$ cat src/hdl/sha256_pkg.sv
// SHA-256 hasher package: types, constants and round functions.
package sha256_pkg;

  localparam int unsigned LEN_POS = 56;
  localparam logic [7:0] PAD_BYTE = 8'h80;

  typedef logic [31:0] word_t;

  // queue entry between front and back
  typedef struct packed {
    logic [7:0] msg_byte;
    logic       byte_present;
    logic       last_byte;
  } item_t;

  typedef enum logic [2:0] {
    ST_IDLE,
    ST_COMP,
    ST_PAD,
    ST_EMIT
  } state_t;

  function automatic word_t init_hash(input logic [2:0] i);
    word_t r;
    begin
      unique case (i)
        3'd0: r = 32'h6a09e667;
        3'd1: r = 32'hbb67ae85;
        3'd2: r = 32'h3c6ef372;
        3'd3: r = 32'ha54ff53a;
        3'd4: r = 32'h510e527f;
        3'd5: r = 32'h9b05688c;
        3'd6: r = 32'h1f83d9ab;
        default: r = 32'h5be0cd19;
      endcase
      return r;
    end
  endfunction

  function automatic word_t round_k(input logic [5:0] i);
    word_t k [64];
    begin
      k = '{
        32'h428a2f98,32'h71374491,32'hb5c0fbcf,32'he9b5dba5,32'h3956c25b,32'h59f111f1,
        32'h923f82a4,32'hab1c5ed5,32'hd807aa98,32'h12835b01,32'h243185be,32'h550c7dc3,
        32'h72be5d74,32'h80deb1fe,32'h9bdc06a7,32'hc19bf174,32'he49b69c1,32'hefbe4786,
        32'h0fc19dc6,32'h240ca1cc,32'h2de92c6f,32'h4a7484aa,32'h5cb0a9dc,32'h76f988da,
        32'h983e5152,32'ha831c66d,32'hb00327c8,32'hbf597fc7,32'hc6e00bf3,32'hd5a79147,
        32'h06ca6351,32'h14292967,32'h27b70a85,32'h2e1b2138,32'h4d2c6dfc,32'h53380d13,
        32'h650a7354,32'h766a0abb,32'h81c2c92e,32'h92722c85,32'ha2bfe8a1,32'ha81a664b,
        32'hc24b8b70,32'hc76c51a3,32'hd192e819,32'hd6990624,32'hf40e3585,32'h106aa070,
        32'h19a4c116,32'h1e376c08,32'h2748774c,32'h34b0bcb5,32'h391c0cb3,32'h4ed8aa4a,
        32'h5b9cca4f,32'h682e6ff3,32'h748f82ee,32'h78a5636f,32'h84c87814,32'h8cc70208,
        32'h90befffa,32'ha4506ceb,32'hbef9a3f7,32'hc67178f2};
      return k[i];
    end
  endfunction

  function automatic word_t rotr(input word_t x, input int unsigned n);
    return (x >> n) | (x << (32 - n));
  endfunction

endpackage

$ cat src/hdl/sha256_stream_hasher.sv
// SHA-256 stream hasher top level.
//  channel | dir | payload
//  in_     | in  | tdata = msg_byte, tuser = byte_present, tlast = last_byte
//  out_    | out | tdata = digest_word, tuser = word_index, tlast = last_word
// Bytes fill a block; a full block is compressed by the one-round-per-cycle
// engine. A closing item adds one or two padded blocks, then eight output
// items. Reset restores the initial hash. Input stalls when the
// two-entry queue is full; output stall holds the round engine in emit.
module sha256_stream_hasher (
  input  logic        clk,
  input  logic        rst_n,
  input  logic        in_tvalid,
  output logic        in_tready,
  input  logic [7:0]  in_tdata,   // [7:0] msg_byte
  input  logic        in_tuser,   // [0] byte_present
  input  logic        in_tlast,   // last_byte
  output logic        out_tvalid,
  input  logic        out_tready,
  output logic [31:0] out_tdata,  // [31:0] digest_word
  output logic [2:0]  out_tuser,  // [2:0] word_index
  output logic        out_tlast   // last_word
);
  import sha256_pkg::*;

  item_t in_item, q_item;
  logic  q_valid, q_ready;

  assign in_item.msg_byte     = in_tdata;
  assign in_item.byte_present = in_tuser;
  assign in_item.last_byte    = in_tlast;

  sha256_front u_front (
    .clk, .rst_n, .in_tvalid, .in_tready, .in_item,
    .q_valid, .q_ready, .q_item
  );

  sha256_back u_back (
    .clk, .rst_n, .q_valid, .q_ready, .q_item,
    .out_tvalid, .out_tready,
    .out_word(out_tdata), .out_index(out_tuser), .out_last(out_tlast)
  );

endmodule

$ cat src/hdl/sha256_front.sv
// SHA-256 front end: input handshake and a two-entry item queue.
module sha256_front (
  input  logic                clk,
  input  logic                rst_n,
  input  logic                in_tvalid,
  output logic                in_tready,
  input  sha256_pkg::item_t   in_item,
  output logic                q_valid,
  input  logic                q_ready,
  output sha256_pkg::item_t   q_item
);
  import sha256_pkg::*;

  item_t      mem_r [2];
  logic       wp_r, rp_r;
  logic [1:0] cnt_r;
  logic       push, pop;

  assign in_tready = (cnt_r != 2'd2);
  assign push      = in_tvalid && in_tready && (in_item.byte_present || in_item.last_byte);
  assign q_valid   = (cnt_r != 2'd0);
  assign pop       = q_valid && q_ready;
  assign q_item    = mem_r[rp_r];

  always_ff @(posedge clk) begin
    if (!rst_n) begin
      wp_r  <= 1'b0;
      rp_r  <= 1'b0;
      cnt_r <= 2'd0;
    end else begin
      if (push) wp_r <= ~wp_r;
      if (pop) rp_r <= ~rp_r;
      cnt_r <= cnt_r + {1'b0, push} - {1'b0, pop};
    end
  end

  always_ff @(posedge clk) begin
    if (push) mem_r[wp_r] <= in_item;
  end

endmodule

$ cat src/hdl/sha256_back.sv
// SHA-256 back end: block buffer, round engine, padding and digest output.
module sha256_back (
  input  logic               clk,
  input  logic               rst_n,
  input  logic               q_valid,
  output logic               q_ready,
  input  sha256_pkg::item_t  q_item,
  output logic               out_tvalid,
  input  logic               out_tready,
  output logic [31:0]        out_word,
  output logic [2:0]         out_index,
  output logic               out_last
);
  import sha256_pkg::*;

  state_t      state_r, state_nxt;
  word_t       w_r [16];
  word_t       h_r [8];
  word_t       v_r [8];
  logic [5:0]  fill_r;
  logic [63:0] bits_r;
  logic [63:0] total_r;
  logic [5:0]  rnd_r;
  logic        fin_r;
  logic        len_done_r;
  logic        pad_stage_r;
  logic [2:0]  oidx_r;

  word_t w_cur, w_new, t1, t2, s0, s1;
  logic  take, comp_end, len_blk;

  assign q_ready    = (state_r == ST_IDLE);
  assign take       = q_valid && q_ready;
  assign comp_end   = (state_r == ST_COMP) && (rnd_r == 6'd63);
  assign len_blk    = pad_stage_r || (fill_r < 6'(LEN_POS));
  assign out_tvalid = (state_r == ST_EMIT);
  assign out_word   = h_r[oidx_r];
  assign out_index  = oidx_r;
  assign out_last   = (oidx_r == 3'd7);

  always_comb begin
    s0    = rotr(w_r[1], 7) ^ rotr(w_r[1], 18) ^ (w_r[1] >> 3);
    s1    = rotr(w_r[14], 17) ^ rotr(w_r[14], 19) ^ (w_r[14] >> 10);
    w_new = s1 + w_r[9] + s0 + w_r[0];
    w_cur = w_r[0];
    t1 = v_r[7] + (rotr(v_r[4], 6) ^ rotr(v_r[4], 11) ^ rotr(v_r[4], 25)) +
         ((v_r[4] & v_r[5]) ^ (~v_r[4] & v_r[6])) + round_k(rnd_r) + w_cur;
    t2 = (rotr(v_r[0], 2) ^ rotr(v_r[0], 13) ^ rotr(v_r[0], 22)) +
         ((v_r[0] & v_r[1]) ^ (v_r[0] & v_r[2]) ^ (v_r[1] & v_r[2]));
  end

  always_ff @(posedge clk) begin
    if (!rst_n) begin
      state_r <= ST_IDLE;
    end else begin
      state_r <= state_nxt;
    end
  end

  always_comb begin
    state_nxt = state_r;
    unique case (state_r)
      ST_IDLE: begin
        if (take) begin
          if (q_item.byte_present && fill_r == 6'd63) state_nxt = ST_COMP;
          else if (q_item.last_byte) state_nxt = ST_PAD;
        end
      end
      ST_COMP: begin
        if (comp_end) begin
          if (!fin_r) state_nxt = ST_IDLE;
          else if (len_done_r) state_nxt = ST_EMIT;
          else state_nxt = ST_PAD;
        end
      end
      ST_PAD:  state_nxt = ST_COMP;
      ST_EMIT: begin
        if (out_tready && oidx_r == 3'd7) state_nxt = ST_IDLE;
      end
      default: state_nxt = ST_IDLE;
    endcase
  end

  // w_r holds the 16-word window; the buffer bytes are written into it directly
  always_ff @(posedge clk) begin
    if (!rst_n) begin
      fill_r      <= '0;
      bits_r      <= '0;
      fin_r       <= 1'b0;
      len_done_r  <= 1'b0;
      pad_stage_r <= 1'b0;
      oidx_r      <= '0;
      rnd_r       <= '0;
      for (int i = 0; i < 8; i++) h_r[i] <= init_hash(3'(i));
    end else begin
      unique case (state_r)
        ST_IDLE: begin
          pad_stage_r <= 1'b0;
          if (take) begin
            if (q_item.byte_present) begin
              w_r[fill_r[5:2]][8*(3-fill_r[1:0]) +: 8] <= q_item.msg_byte;
              fill_r <= fill_r + 6'd1;
              if (fill_r == 6'd63) begin
                bits_r <= bits_r + 64'd512;
                rnd_r  <= '0;
                for (int i = 0; i < 8; i++) v_r[i] <= h_r[i];
              end
            end
            fin_r      <= q_item.last_byte;
            len_done_r <= 1'b0;
            total_r    <= (q_item.byte_present && fill_r == 6'd63) ? bits_r + 64'd512 :
                          bits_r + {55'd0, fill_r + {5'd0, q_item.byte_present}, 3'd0};
          end
        end
        ST_PAD: begin
          // build final block(s) from pending bytes
          for (int i = 0; i < 16; i++) begin
            if (!(len_blk && i >= 14)) begin
              for (int b = 0; b < 4; b++) begin
                if (pad_stage_r == 1'b0) begin
                  if (6'(4*i+b) == fill_r) w_r[i][8*(3-b) +: 8] <= PAD_BYTE;
                  else if (6'(4*i+b) > fill_r) w_r[i][8*(3-b) +: 8] <= 8'h00;
                end else begin
                  w_r[i][8*(3-b) +: 8] <= 8'h00;
                end
              end
            end
          end
          if (len_blk) begin
            w_r[14]    <= total_r[63:32];
            w_r[15]    <= total_r[31:0];
            len_done_r <= 1'b1;
          end else begin
            pad_stage_r <= 1'b1;
          end
          rnd_r <= '0;
          for (int i = 0; i < 8; i++) v_r[i] <= h_r[i];
        end
        ST_COMP: begin
          for (int i = 0; i < 15; i++) w_r[i] <= w_r[i+1];
          w_r[15] <= w_new;
          v_r[7] <= v_r[6];
          v_r[6] <= v_r[5];
          v_r[5] <= v_r[4];
          v_r[4] <= v_r[3] + t1;
          v_r[3] <= v_r[2];
          v_r[2] <= v_r[1];
          v_r[1] <= v_r[0];
          v_r[0] <= t1 + t2;
          rnd_r  <= rnd_r + 6'd1;
          if (comp_end) begin
            h_r[0] <= h_r[0] + t1 + t2;
            h_r[1] <= h_r[1] + v_r[0];
            h_r[2] <= h_r[2] + v_r[1];
            h_r[3] <= h_r[3] + v_r[2];
            h_r[4] <= h_r[4] + v_r[3] + t1;
            h_r[5] <= h_r[5] + v_r[4];
            h_r[6] <= h_r[6] + v_r[5];
            h_r[7] <= h_r[7] + v_r[6];
          end
        end
        ST_EMIT: begin
          if (out_tready) begin
            oidx_r <= oidx_r + 3'd1;
            if (oidx_r == 3'd7) begin
              fill_r <= '0;
              bits_r <= '0;
              fin_r  <= 1'b0;
              for (int i = 0; i < 8; i++) h_r[i] <= init_hash(3'(i));
            end
          end
        end
        default: ;
      endcase
    end
  end

endmodule
$ cat config.mk
export PLATFORM = sky130hd
export DESIGN_NAME = sha256_stream_hasher
export DESIGN_NICKNAME = d
export VERILOG_FILES = /design/src/hdl/sha256_pkg.sv /design/src/hdl/sha256_stream_hasher.sv /design/src/hdl/sha256_front.sv /design/src/hdl/sha256_back.sv
export SDC_FILE = /design/constraint.sdc
export NUM_CORES = 2
export LEC_CHECK = 0
export BUFFER_PORTS_ARGS = -buffer_cell sky130_fd_sc_hd__buf_4
export CAP_MARGIN = 0
export CORE_MARGIN = 1.5
export CORE_UTILIZATION = 50
export CTS_BUF_LIST = sky130_fd_sc_hd__clkbuf_16
export DETAILED_ROUTE_END_ITERATION = 10
export PLACE_DENSITY_LB_ADDON = 0.1
export REMOVE_ABC_BUFFERS = 1
export SYNTH_ARGS = -nofsm -noshare
export SYNTH_HDL_FRONTEND = slang
export SYNTH_HIERARCHICAL = 1
export SYNTH_SLANG_ARGS = --single-unit
$ cat constraint.sdc
create_clock -name clk -period 12.58 [get_ports clk]
set_input_delay 0.629 -clock clk [delete_from_list [all_inputs] [get_ports clk]]
set_output_delay 0.629 -clock clk [all_outputs]
set_load 0.01 [all_outputs]
==> flow_summary.json <==
{
  "status": "finished with violations",
  "violations": "design-rule violations",
  "route.detailed.drc": 7,
  "slew_headroom_pct": 5.616,
  "nets": 9343,
  "num-fill-cells": 14690,
  "vias_per_cell": 6.293,
  "powerDensity_nw_per_um2": 337.3,
  "antenna_found_initial": 10,
  "cts.sinks": 1188,
  "p_leak_nw": 34.20,
  "synthMuxAreaShare_pct": 3.087,
  "slowest_delay_ps": 840,
  "hold_class": "in2reg",
  "clkLatencyLatePin_ps": 830,
  "grt_overflow_total": 0,
  "rsz0062_at_grt": "false",
  "grt_pass1_wl_um": 434200,
  "vias": 68930,
  "end_kind": "flip-flop",
  "crit_family": "compound AO/OA/AOI/OAI gates",
  "grt.total_usage_pct": 35.87,
  "finalHoldViolCount": 0,
  "yosys-top-cells-count": "nand2_1, edfxtp_1, a21oi_1",
  "required_ps": 13080,
  "clock_tree.buffer_depth": 3,
  "layout_min_cycle_time_ps": 10600,
  "critPathSlowestCell": "ha_1",
  "finalClockSkew_ps": 48.88,
  "drt_iter0_drc": 8774,
  "dpl.hpwl_um": 226400,
  "synth_area_leaders": "edfxtp_1, dfxtp_1, ha_1",
  "place_congestion": 1.055,
  "yosysWarnings": 6,
  "ys.flop_type": "edfxtp_1",
  "critPathBufInv": 4,
  "wirelength_um": 299300,
  "core_um2": 160800,
  "ios": 52,
  "async_flop_share_pct": 0,
  "grt_max_degree": 191,
  "cts_setup_buffers": 0,
  "first_global_vias": 63250,
  "power.total_mw": 29.77,
  "synth_area_per_cell_um2": 9.219,
  "die_y_um": 405.5,
  "ys_types": 89,
  "vdd_drop_max_mv": 0.4652,
  "startpoint_type": "flip-flop",
  "arrival_ps": 11100,
  "path_common_cell": "fa_1",
  "drtPass1Iterations": 11,
  "finalMaxSlewViolations": 0,
  "cts_root_buf": "clkbuf_16",
  "cap_violations": 0,
  "die_w_um": 405.5,
  "synth.most_common_cell": "nand2_1",
  "ys_ff_latch": 1188,
  "postRouteAntennaNets": 0,
  "rows": 147,
  "synth_top_area_cell": "edfxtp_1",
  "cp_max_fo": 22,
  "period_share_pct": 84.24,
  "synth-edff-count": 808,
  "netlist_area_um2": 80980,
  "postSynthCellCount": 8784,
  "synth_xor_area_share_pct": 7.268,
  "drive_above_1_share_pct": 7.047,
  "yosys.area_share.simple_pct": 14.55,
  "initial_core_util_pct": 50.38,
  "worstMarginPinSlew_ps": 1401,
  "synth_top_area_share_pct": 29.96,
  "io_buffers": 51,
  "stdcell_area_um2": 88240,
  "h-tree-depth": 4,
  "dieArea_um2": 164400,
  "place_area_um2": 83640,
  "synth_adder_area_share_pct": 12.70,
  "routedWlPerCell_um": 27.32,
  "seq_area_frac_synth_pct": 39.35,
  "area_growth_syn_to_layout_pct": 8.967,
  "synth_compound_area_share_pct": 18.94,
  "cts.reportedPaths.clkPinSlew_ps": 60,
  "synth_top_family_by_area": "compound AO/OA/AOI/OAI gates",
  "cts_buffers": 141,
  "fin_setup_tns_ps": 0,
  "setup_viol": 0,
  "max_freq_mhz": 94.36,
  "worstSetupPathType": "reg2reg",
  "cts_tree": "done"
}
-- metrics by stage --
| stage | utilization, % | setup slack [ps] | std cells | hold WS (ps) |
|---|---|---|---|---|
| finish | 54.90 | 1982 | 10950 | 177.6 |
| global route | 54.88 | 1404 | 10940 | 192.8 |
| CTS | 54.88 | 2145 | 10940 | 138.7 |
| detailed placement | 52.03 | 2203 | 10680 | 442.7 |
| global placement | 52.03 | 2224 | 10680 | 436.3 |
| floorplan | - | -39890 | 8314 | 425.7 |
-- final timing paths --
| kind | slack [ps] | endpoint | start | cells after the start |
|---|---|---|---|---|
| setup reg to reg | 1980 | u_back/h_r[0][29] | u_back/rnd_r[1] | 36 |
| hold / removal | 180 | flip-flop | out_tready | 3 |
| hold reg to reg | 460 | u_back/w_r[12][17] | u_back/w_r[13][17] | 2 |
| setup / recovery | 1980 | u_back/h_r[0][29] | u_back/rnd_r[1] | 36 |
-- final cells by class --
cell class	instances	area (um2)	area share [%]
antenna	10	25.02	0.02836
clock buffer	147	3679	4.169
clock inverter	112	803.3	0.9103
inverter	412	1549	1.755
multi-input combinational	6714	45930	52.05
sequential	1188	31890	36.13
tap	2160	2703	3.063
timing repair buffer	211	1672	1.894
-- placed cells by master (no fill, tap or decap), drive strengths merged, types with 93 or more instances in the layout --
master  netlist  layout
a22o        100     100
edfxtp      808     808
xnor2       468     468
inv         410     457
xor2        204     204
nor2        633     633
a31oi        93      93
buf          60     201
fa          227     227
dfxtp       380     380
a211oi      168     168
a21o        193     193
nor3        149     149
nand2      1377    1377
a21oi       792     792
o21ai       641     641
clkbuf      410     147
nand3       127     127
ha          434     434
-- layer usage --
layer  track usage (%)  part of all wire (%)  up-vias
met2             47.89                    39     3546
li1                  -                     -    31130
met4             9.232                   2.7        8
met1             54.52                    45    33750
met3             12.15                    13      499
met5                 0                 0.017        -
-- where the power goes --
| part | internal (mW) | switching [mW] | leakage, nW |
|---|---|---|---|
| clock network | 2.27 | 1.76 | 2.32 |
| registers | 4.76 | 0.465 | 10.5 |
| logic | 8.28 | 12.2 | 21.4 |
-- what timing repair did --
action,4_1_cts,5_1_grt
resized for setup,0,0
endpoints found under the hold margin,20,0
hold buffers,10,0
-- worst register-to-register path, delay by kind of cell, from the launching register on --
kind	cells	cell delay, ps
buffers and inverters	4	620
AO/OA/AOI/OAI	18	4500
adder cells (fa/ha/maj)	7	3590
XOR/XNOR	2	480
flip-flops	1	290
AND/OR/NAND/NOR	5	790
-- state kept, by name (all words and copies together) (netlist names), 2 cells and up, named ones only --
name	count
u_back/w_r	512
u_back/h_r	256
u_back/v_r	256
u_back/total_r	61
u_back/bits_r	55
u_front/mem_r	20
u_back/fill_r	6
u_back/rnd_r	6
u_back/out_index	3
u_back/state_r	2
u_front/cnt_r	2
-- logic make-up after synthesis --
kind of cell             after synthesis
AO/OA/AOI/OAI                       2467
XOR/XNOR                             672
adder cells (fa/ha/maj)              692
buffers and inverters                882
flip-flops                          1188
multiplexers                         152
other                                  1
AND/OR/NAND/NOR                     2730
Note: power is estimated with default switching activity, not from simulation.
